===== src/rtl/tpf_pkg.sv =====
// ----------------------------------------------------------------------------
// tpf_pkg
// Shared types and constants for the thyristor phase firing block.
// ----------------------------------------------------------------------------
package tpf_pkg;

  localparam int LEVEL_W = 15;
  localparam int TICK_W  = 16;
  localparam int ACC_W   = 19;
  localparam int CFG_IDX_W = 8;

  localparam logic [TICK_W-1:0] MAX_DELAY_RST   = 16'd23000;
  localparam logic [TICK_W-1:0] PULSE_WIDTH_RST = 16'd3000;

  localparam logic [CFG_IDX_W-1:0] CFG_MAX_DELAY   = 8'd0;
  localparam logic [CFG_IDX_W-1:0] CFG_PULSE_WIDTH = 8'd1;

  // floor(x/10) = (x * 838861) >> 23, exact for x below 2**22
  localparam int RECIP_W = 20;
  localparam logic [RECIP_W-1:0] DIV10_RECIP = 20'd838861;
  localparam int DIV10_SHIFT = 23;

  localparam logic [1:0] PH_IDLE = 2'd0;
  localparam logic [1:0] PH_WAIT = 2'd1;
  localparam logic [1:0] PH_FIRE = 2'd2;

  typedef struct packed {
    logic [1:0]        phase;
    logic [TICK_W-1:0] count;
    logic [TICK_W-1:0] delay;
  } seq_status_t;

endpackage


===== src/rtl/tpf_if.sv =====
// ----------------------------------------------------------------------------
// tpf_if
// Valid/ready channels for input words, result words and register writes.
// ----------------------------------------------------------------------------
interface tpf_in_if import tpf_pkg::*; ();
  logic               valid;
  logic               ready;
  logic               tick;
  logic               zero_pos;
  logic               zero_neg;
  logic               sample_valid;
  logic [LEVEL_W-1:0] pot_sample;

  modport source (output valid, tick, zero_pos, zero_neg, sample_valid, pot_sample,
                  input ready);
  modport sink   (input valid, tick, zero_pos, zero_neg, sample_valid, pot_sample,
                  output ready);
endinterface

interface tpf_out_if import tpf_pkg::*; ();
  logic              valid;
  logic              ready;
  logic              gate_pos;
  logic              gate_neg;
  logic [TICK_W-1:0] firing_delay;

  modport source (output valid, gate_pos, gate_neg, firing_delay, input ready);
  modport sink   (input valid, gate_pos, gate_neg, firing_delay, output ready);
endinterface

interface tpf_cfg_if import tpf_pkg::*; ();
  logic                 valid;
  logic                 ready;
  logic [CFG_IDX_W-1:0] index;
  logic [TICK_W-1:0]    data;

  modport source (output valid, index, data, input ready);
  modport sink   (input valid, index, data, output ready);
endinterface


===== src/rtl/tpf_filter.sv =====
// ----------------------------------------------------------------------------
// tpf_filter
// Potentiometer low-pass filter, level = floor((9*level + sample)/10),
// clamped to the maximum firing delay.
// ----------------------------------------------------------------------------
module tpf_filter import tpf_pkg::*; (
  input  logic               clk,
  input  logic               rst_n,
  input  logic               en,
  input  logic               sample_valid,
  input  logic [LEVEL_W-1:0] sample,
  input  logic [TICK_W-1:0]  max_delay,
  output logic [LEVEL_W-1:0] level_nxt
);

  logic [LEVEL_W-1:0]         level_r;
  logic [ACC_W-1:0]           acc;
  logic [ACC_W+RECIP_W-1:0]   prod;
  logic [LEVEL_W-1:0]         filt;

  always_comb begin
    acc  = ACC_W'(level_r) * ACC_W'(9) + ACC_W'(sample);
    prod = (ACC_W+RECIP_W)'(acc) * (ACC_W+RECIP_W)'(DIV10_RECIP);
    filt = sample_valid ? prod[DIV10_SHIFT +: LEVEL_W] : level_r;
    if ({1'b0, filt} > max_delay) begin
      level_nxt = max_delay[LEVEL_W-1:0];
    end else begin
      level_nxt = filt;
    end
  end

  always_ff @(posedge clk) begin
    if (!rst_n) begin
      level_r <= '0;
    end else if (en) begin
      level_r <= level_nxt;
    end
  end

endmodule


===== src/rtl/tpf_seq.sv =====
// ----------------------------------------------------------------------------
// tpf_seq
// Half-wave firing sequencer: latch delay on crossing, count ticks, then
// hold the gate for the pulse width.
// ----------------------------------------------------------------------------
module tpf_seq import tpf_pkg::*; (
  input  logic               clk,
  input  logic               rst_n,
  input  logic               en,
  input  logic               crossing,
  input  logic               tick,
  input  logic [LEVEL_W-1:0] new_delay,
  input  logic [TICK_W-1:0]  pulse_width,
  output logic               fire_nxt,
  output seq_status_t        status
);

  logic [1:0]        phase_r, phase_nxt;
  logic [TICK_W-1:0] count_r, count_nxt;
  logic [TICK_W-1:0] delay_r, delay_nxt;
  logic [TICK_W-1:0] count_inc;
  logic [1:0]        fire_ph;

  always_comb begin
    count_inc = count_r + TICK_W'(1);
    fire_ph   = (pulse_width == '0) ? PH_IDLE : PH_FIRE;
    phase_nxt = phase_r;
    count_nxt = count_r;
    delay_nxt = delay_r;
    unique case (phase_r)
      PH_WAIT: begin
        if (tick) begin
          if (count_inc >= delay_r) begin
            count_nxt = '0;
            phase_nxt = fire_ph;
          end else begin
            count_nxt = count_inc;
          end
        end
      end
      PH_FIRE: begin
        if (tick) begin
          if (count_inc >= pulse_width) begin
            count_nxt = '0;
            phase_nxt = PH_IDLE;
          end else begin
            count_nxt = count_inc;
          end
        end
      end
      default: begin
        phase_nxt = PH_IDLE;
        if (crossing) begin
          delay_nxt = TICK_W'(new_delay);
          count_nxt = '0;
          phase_nxt = (new_delay == '0) ? fire_ph : PH_WAIT;
        end
      end
    endcase
    fire_nxt = (phase_nxt == PH_FIRE);
  end

  always_ff @(posedge clk) begin
    if (!rst_n) begin
      phase_r <= PH_IDLE;
      count_r <= '0;
      delay_r <= '0;
    end else if (en) begin
      phase_r <= phase_nxt;
      count_r <= count_nxt;
      delay_r <= delay_nxt;
    end
  end

  assign status = '{phase: phase_r, count: count_r, delay: delay_r};

endmodule


===== src/rtl/thyristor_phase_firing.sv =====
// ----------------------------------------------------------------------------
// thyristor_phase_firing
// Phase-angle firing control for a two-pulse thyristor bridge, manual mode.
// Throughput: one word per cycle unless the result side stalls, set by the
// combinational filter and sequencer update between the input register
// and the result register.
// Reset: synchronous, clears level and sequencers, loads default registers.
// ----------------------------------------------------------------------------
module thyristor_phase_firing import tpf_pkg::*; (
  input  logic    clk,
  input  logic    rst_n,
  tpf_in_if.sink  in_ch,
  tpf_out_if.source out_ch,
  tpf_cfg_if.sink cfg_ch
);

  logic [TICK_W-1:0] max_delay_r;
  logic [TICK_W-1:0] pulse_width_r;

  logic               s1_valid_r;
  logic               s1_tick_r;
  logic               s1_zpos_r;
  logic               s1_zneg_r;
  logic               s1_sval_r;
  logic [LEVEL_W-1:0] s1_sample_r;

  logic               out_valid_r;
  logic               gate_pos_r;
  logic               gate_neg_r;
  logic [TICK_W-1:0]  delay_out_r;

  logic               adv;
  logic               upd;
  logic [LEVEL_W-1:0] level_nxt;
  logic               pos_fire, neg_fire;
  seq_status_t        pos_st, neg_st;

  assign cfg_ch.ready = 1'b1;

  always_ff @(posedge clk) begin
    if (!rst_n) begin
      max_delay_r   <= MAX_DELAY_RST;
      pulse_width_r <= PULSE_WIDTH_RST;
    end else if (cfg_ch.valid) begin
      if (cfg_ch.index == CFG_MAX_DELAY) begin
        max_delay_r <= cfg_ch.data;
      end
      if (cfg_ch.index == CFG_PULSE_WIDTH) begin
        pulse_width_r <= cfg_ch.data;
      end
    end
  end

  assign adv         = !out_valid_r || out_ch.ready;
  assign upd         = s1_valid_r && adv;
  assign in_ch.ready = !s1_valid_r || adv;

  always_ff @(posedge clk) begin
    if (!rst_n) begin
      s1_valid_r <= 1'b0;
    end else if (in_ch.ready) begin
      s1_valid_r <= in_ch.valid;
    end
  end

  always_ff @(posedge clk) begin
    if (in_ch.valid && in_ch.ready) begin
      s1_tick_r   <= in_ch.tick;
      s1_zpos_r   <= in_ch.zero_pos;
      s1_zneg_r   <= in_ch.zero_neg;
      s1_sval_r   <= in_ch.sample_valid;
      s1_sample_r <= in_ch.pot_sample;
    end
  end

  tpf_filter u_filter (
    .clk          (clk),
    .rst_n        (rst_n),
    .en           (upd),
    .sample_valid (s1_sval_r),
    .sample       (s1_sample_r),
    .max_delay    (max_delay_r),
    .level_nxt    (level_nxt)
  );

  tpf_seq u_seq_pos (
    .clk         (clk),
    .rst_n       (rst_n),
    .en          (upd),
    .crossing    (s1_zpos_r),
    .tick        (s1_tick_r),
    .new_delay   (level_nxt),
    .pulse_width (pulse_width_r),
    .fire_nxt    (pos_fire),
    .status      (pos_st)
  );

  tpf_seq u_seq_neg (
    .clk         (clk),
    .rst_n       (rst_n),
    .en          (upd),
    .crossing    (s1_zneg_r),
    .tick        (s1_tick_r),
    .new_delay   (level_nxt),
    .pulse_width (pulse_width_r),
    .fire_nxt    (neg_fire),
    .status      (neg_st)
  );

  always_ff @(posedge clk) begin
    if (!rst_n) begin
      out_valid_r <= 1'b0;
    end else if (adv) begin
      out_valid_r <= s1_valid_r;
    end
  end

  always_ff @(posedge clk) begin
    if (upd) begin
      gate_pos_r  <= pos_fire;
      gate_neg_r  <= neg_fire;
      delay_out_r <= TICK_W'(level_nxt);
    end
  end

  assign out_ch.valid        = out_valid_r;
  assign out_ch.gate_pos     = gate_pos_r;
  assign out_ch.gate_neg     = gate_neg_r;
  assign out_ch.firing_delay = delay_out_r;

  a_pos_wait_below: assert property (@(posedge clk) disable iff (!rst_n)
    pos_st.phase == PH_WAIT |-> pos_st.count < pos_st.delay)
    else $error("positive sequencer count reached delay while waiting");

  a_neg_wait_below: assert property (@(posedge clk) disable iff (!rst_n)
    neg_st.phase == PH_WAIT |-> neg_st.count < neg_st.delay)
    else $error("negative sequencer count reached delay while waiting");

  a_s1_hold: assert property (@(posedge clk) disable iff (!rst_n)
    s1_valid_r && !adv |=> s1_valid_r)
    else $error("stalled input word dropped");

  a_s1_to_out: assert property (@(posedge clk) disable iff (!rst_n)
    upd |=> out_valid_r)
    else $error("processed word produced no result word");

endmodule


===== src/flat_wrapper.sv =====
// flat-port wrapper written by rule: the top's interface ports become plain ports
module thyristor_phase_firing_flat import tpf_pkg::*;
  (clk, rst_n, in_ch_valid, in_ch_tick, in_ch_zero_pos, in_ch_zero_neg, in_ch_sample_valid, in_ch_pot_sample, in_ch_ready, out_ch_valid, out_ch_gate_pos, out_ch_gate_neg, out_ch_firing_delay, out_ch_ready, cfg_ch_valid, cfg_ch_index, cfg_ch_data, cfg_ch_ready);
  tpf_in_if in_ch_i ();
  tpf_out_if out_ch_i ();
  tpf_cfg_if cfg_ch_i ();
  input  logic clk;
  input  logic rst_n;
  input wire logic [$bits(in_ch_i.valid)-1:0] in_ch_valid;
  input wire logic [$bits(in_ch_i.tick)-1:0] in_ch_tick;
  input wire logic [$bits(in_ch_i.zero_pos)-1:0] in_ch_zero_pos;
  input wire logic [$bits(in_ch_i.zero_neg)-1:0] in_ch_zero_neg;
  input wire logic [$bits(in_ch_i.sample_valid)-1:0] in_ch_sample_valid;
  input wire logic [$bits(in_ch_i.pot_sample)-1:0] in_ch_pot_sample;
  output wire logic [$bits(in_ch_i.ready)-1:0] in_ch_ready;
  output wire logic [$bits(out_ch_i.valid)-1:0] out_ch_valid;
  output wire logic [$bits(out_ch_i.gate_pos)-1:0] out_ch_gate_pos;
  output wire logic [$bits(out_ch_i.gate_neg)-1:0] out_ch_gate_neg;
  output wire logic [$bits(out_ch_i.firing_delay)-1:0] out_ch_firing_delay;
  input wire logic [$bits(out_ch_i.ready)-1:0] out_ch_ready;
  input wire logic [$bits(cfg_ch_i.valid)-1:0] cfg_ch_valid;
  input wire logic [$bits(cfg_ch_i.index)-1:0] cfg_ch_index;
  input wire logic [$bits(cfg_ch_i.data)-1:0] cfg_ch_data;
  output wire logic [$bits(cfg_ch_i.ready)-1:0] cfg_ch_ready;
  assign in_ch_i.valid = in_ch_valid;
  assign in_ch_i.tick = in_ch_tick;
  assign in_ch_i.zero_pos = in_ch_zero_pos;
  assign in_ch_i.zero_neg = in_ch_zero_neg;
  assign in_ch_i.sample_valid = in_ch_sample_valid;
  assign in_ch_i.pot_sample = in_ch_pot_sample;
  assign in_ch_ready = in_ch_i.ready;
  assign out_ch_valid = out_ch_i.valid;
  assign out_ch_gate_pos = out_ch_i.gate_pos;
  assign out_ch_gate_neg = out_ch_i.gate_neg;
  assign out_ch_firing_delay = out_ch_i.firing_delay;
  assign out_ch_i.ready = out_ch_ready;
  assign cfg_ch_i.valid = cfg_ch_valid;
  assign cfg_ch_i.index = cfg_ch_index;
  assign cfg_ch_i.data = cfg_ch_data;
  assign cfg_ch_ready = cfg_ch_i.ready;
  thyristor_phase_firing u_core (.clk(clk), .rst_n(rst_n), .in_ch(in_ch_i), .out_ch(out_ch_i), .cfg_ch(cfg_ch_i));
endmodule

===== config.mk =====
export PLATFORM = sky130hd
export DESIGN_NAME = thyristor_phase_firing_flat
export DESIGN_NICKNAME = d
export VERILOG_FILES = /design/src/rtl/tpf_pkg.sv /design/src/rtl/tpf_if.sv /design/src/rtl/tpf_filter.sv /design/src/rtl/tpf_seq.sv /design/src/rtl/thyristor_phase_firing.sv /design/src/flat_wrapper.sv
export SDC_FILE = /design/constraint.sdc
export NUM_CORES = 1
export LEC_CHECK = 0
export ABC_AREA = 0
export BUFFER_PORTS_ARGS = -buffer_cell sky130_fd_sc_hd__buf_4
export CORE_ASPECT_RATIO = 1.4
export CORE_MARGIN = 5
export CORE_UTILIZATION = 50
export DETAILED_ROUTE_END_ITERATION = 10
export PLACE_DENSITY = 0.63
export SLEW_MARGIN = 30
export SYNTH_ARGS = -nofsm -noshare
export SYNTH_HDL_FRONTEND = slang
export SYNTH_SLANG_ARGS = --single-unit

===== constraint.sdc =====
create_clock -name clk -period 30.7 [get_ports clk]
set_clock_uncertainty 0.2 [all_clocks]
set_input_delay 3.07 -clock clk [delete_from_list [all_inputs] [get_ports clk]]
set_output_delay 3.07 -clock clk [all_outputs]
set_load 0.02 [all_outputs]

==> results.yml <==
placement:
  gp_congestion: 0.981
  dp_hpwl_um: 36900
  io_buffer_count: 66
yosys:
  synth-seq-cells: 151
  synth_top_area_cell: "ha_1"
  yosysWarningCount: 0
  synth-edff-count: 36
  ys_seq_area_share_pct: 22.3
  yosysUniqueCellTypes: 76
  synthArstFlopShare_pct: 0
  synth_top_area_share_pct: 20.6
  syn-cell-area_um2: 15200
  synth-main-ff-cell: "dfxtp_1"
  synthCells: 1740
  synth.area.top_cells: "ha_1, dfxtp_1, fa_1"
  syn-num-nets: 2149
  synth.avg_cell_area_um2: 8.74
final_layout:
  seqCellArea_um2: 3380
  antenna_cells: 0
  area_delta_synth_final_pct: 9.54
  multi_input_area_um2: 10400
  fillers: 2832
  layout_commonest_cell: "inv_1"
  drive_gt1_share_pct: 7.12
  final_cell_mix: "inv_1, ha_1, nand2_1"
  nets: 2195
clock_network:
  ctsHoldBuffers: 0
  cts_setup_buffers: 0
  cts_max_path_buffers: 2
  numCtsBuffers: 17
  clock_latency_ns: 0.43
  cts.repair.resized: 0
  cts_root_buf: "clkbuf_16"
  cts_tree: "done"
  path_clk_slew_ns: 0.07
  htree_levels: 4
  cts.sinks: 151
worst_setup_path:
  critPathCaptureType: "register"
  crit_top_cell: "ha_1"
  startpoint_type: "register"
  critPathMaxFanout: 21
  worstSetupPathType: "register to register"
  slowest_delay_ns: 0.56
  worstPathArrival_ns: 12.97
  crit_required_ns: 30.86
  slowest_stage: "fa_1"
sta:
  worstMarginPinSlew_ns: 1.03
  finalHoldViolCount: 0
  timing.final.crit_share_pct: 41.7
  fin_crit_ns: 12.81
  finalSetupViolCount: 0
  slew_violations: 0
  slew_headroom_pct: 30.9
  rsz0062_at_grt: "false"
  fmaxAchievable_mhz: 78.0
  tns_ns: 0
global_routing:
  antenna_found_initial: 0
  grt_use_met2_pct: 50.2
  grt_pass1_wl_um: 67500
  grt_max_degree: 96
  use_met3_pct: 2.24
  grt_pass1_vias: 12500
  grt_overflow_total: 0
  grt_usage_pct: 26.0
  busiest_layer: "met2"
  grtUsageMet1_pct: 26.0
detailed_routing:
  dr_total_vias: 12100
  routed_via_density: 5.53
  drt-pass1-iter-count: 5
  drt_iter0_drc: 604
  wl_per_cell_um: 19.8
  detail-route-antenna-nets: 0
  route.detailed.drc: 0
  routed_wl_um: 43300
die:
  fp-row-count: 75
  start_util_pct: 50.6
  die_h_um: 216
  dieArea_um2: 34000
  core-area_um2: 30000
  io_pins: 69
  dieWidth_um: 157
flow_run:
  drv_cap: 0
hold_path:
  hold_class: "register to register"
status:
  status: "completed"
==> Yosys cell counts, types with 3 or more instances <==
library cell and n:
nand4_1 15, o31ai_1 3, a2111o_1 3, inv_1 333, o211ai_1 25, a2111oi_0 4, a311oi_1 6, nor4_1 8
buf_4 3, nor3_1 18, a211oi_1 21, nor3b_1 6, buf_2 4, nor2_1 128, mux2i_1 32, or3_1 3
edfxtp_1 36, a22oi_1 18, a31oi_1 5, nand2_1 130, mux2_2 3, o21bai_1 6, ha_1 250, and3_1 24
o2111ai_1 5, nor2b_1 16, nand4b_1 5, o21ai_1 6, o21a_1 10, and4_1 7, a21o_1 28, fa_1 111
clkbuf_1 39, xnor2_1 36, nand2b_1 13, a21oi_1 106, xor2_1 19, o21ai_0 45, nand3_1 32, and2_1 13
dfxtp_1 115
==> through the flow <==
stage          instances  hold WS (ns)  utilization (%)  cell area, um^2  worst slack, ns
6_report            2184         0.258             55.5            16700            17.89
2_1_floorplan       1740         0.236                -            15200            19.87
4_1_cts             2184         0.260             55.4            16600            17.85
3_3_place_gp        2152         0.243             53.4            16100            18.10
5_1_grt             2184         0.284             55.5            16700            16.94
3_5_place_dp        2152         0.251             53.5            16100            17.90
==> flip-flops by register name (all words and copies together), names as in the netlist, 15 cells and up <==
register,count
u_core.max_delay_r,16
u_core.out_ch.firing_delay,15
u_core.pulse_width_r,16
u_core.s1_sample_r,15
u_core.u_filter.level_r,15
u_core.u_seq_neg.count_r,16
u_core.u_seq_neg.delay_r,15
u_core.u_seq_pos.count_r,16
u_core.u_seq_pos.delay_r,15
==> final cells by class <==
| type | instances | share of cell area [%] |
|---|---|---|
| Clock buffer | 17 | 2.55 |
| Clock inverter | 15 | 0.947 |
| Inverter | 335 | 7.55 |
| Multi-Input combinational cell | 1207 | 62.4 |
| Sequential cell | 151 | 20.3 |
| Tap cell | 385 | 2.89 |
| Timing Repair Buffer | 74 | 3.36 |
==> worst max-delay path: cells and delay by family, from the launching register on <==
kind | cells | cell delay (ns)
adder cells (fa/ha/maj) | 11 | 4.52
flip-flops | 1 | 0.55
buffers and inverters | 4 | 0.22
AND/OR/NAND/NOR | 6 | 1.80
multiplexers | 2 | 0.63
AO/OA/AOI/OAI | 19 | 4.32
XOR/XNOR | 2 | 0.47
==> kinds of logic after synthesis <==
| logic type | synth area share, % |
|---|---|
| buf+inv | 9.54 |
| xor+xnor | 3.17 |
| compound gates | 13.9 |
| mux | 2.33 |
| fa+ha+maj | 35.2 |
| flops | 22.3 |
| other cells | 0.0494 |
| simple gates | 13.6 |
==> routing by layer <==
| metal | part of all wire (%) | routed length [um] |
|---|---|---|
| met2 | 55 | 23700 |
| met4 | 7.5 | 3230 |
| met3 | 2.0 | 861 |
| met5 | 0 | 0 |
| met1 | 36 | 15500 |
==> final timing paths <==
path	start	end	slack (ns)	cells past startpoint
max reg2reg	u_core.u_filter.level_r[0]	u_core.u_seq_pos.phase_r[1]	17.89	44
max	u_core.u_filter.level_r[0]	u_core.u_seq_pos.phase_r[1]	17.89	44
min	u_core.u_seq_pos.delay_r[13]	u_core.u_seq_pos.delay_r[13]	0.26	2
min reg2reg	u_core.u_seq_pos.delay_r[13]	u_core.u_seq_pos.delay_r[13]	0.26	2
Power is left out: the tool's default activity adds up to more than one toggle a clock period on the data nets, which glitch-free logic cannot reach.
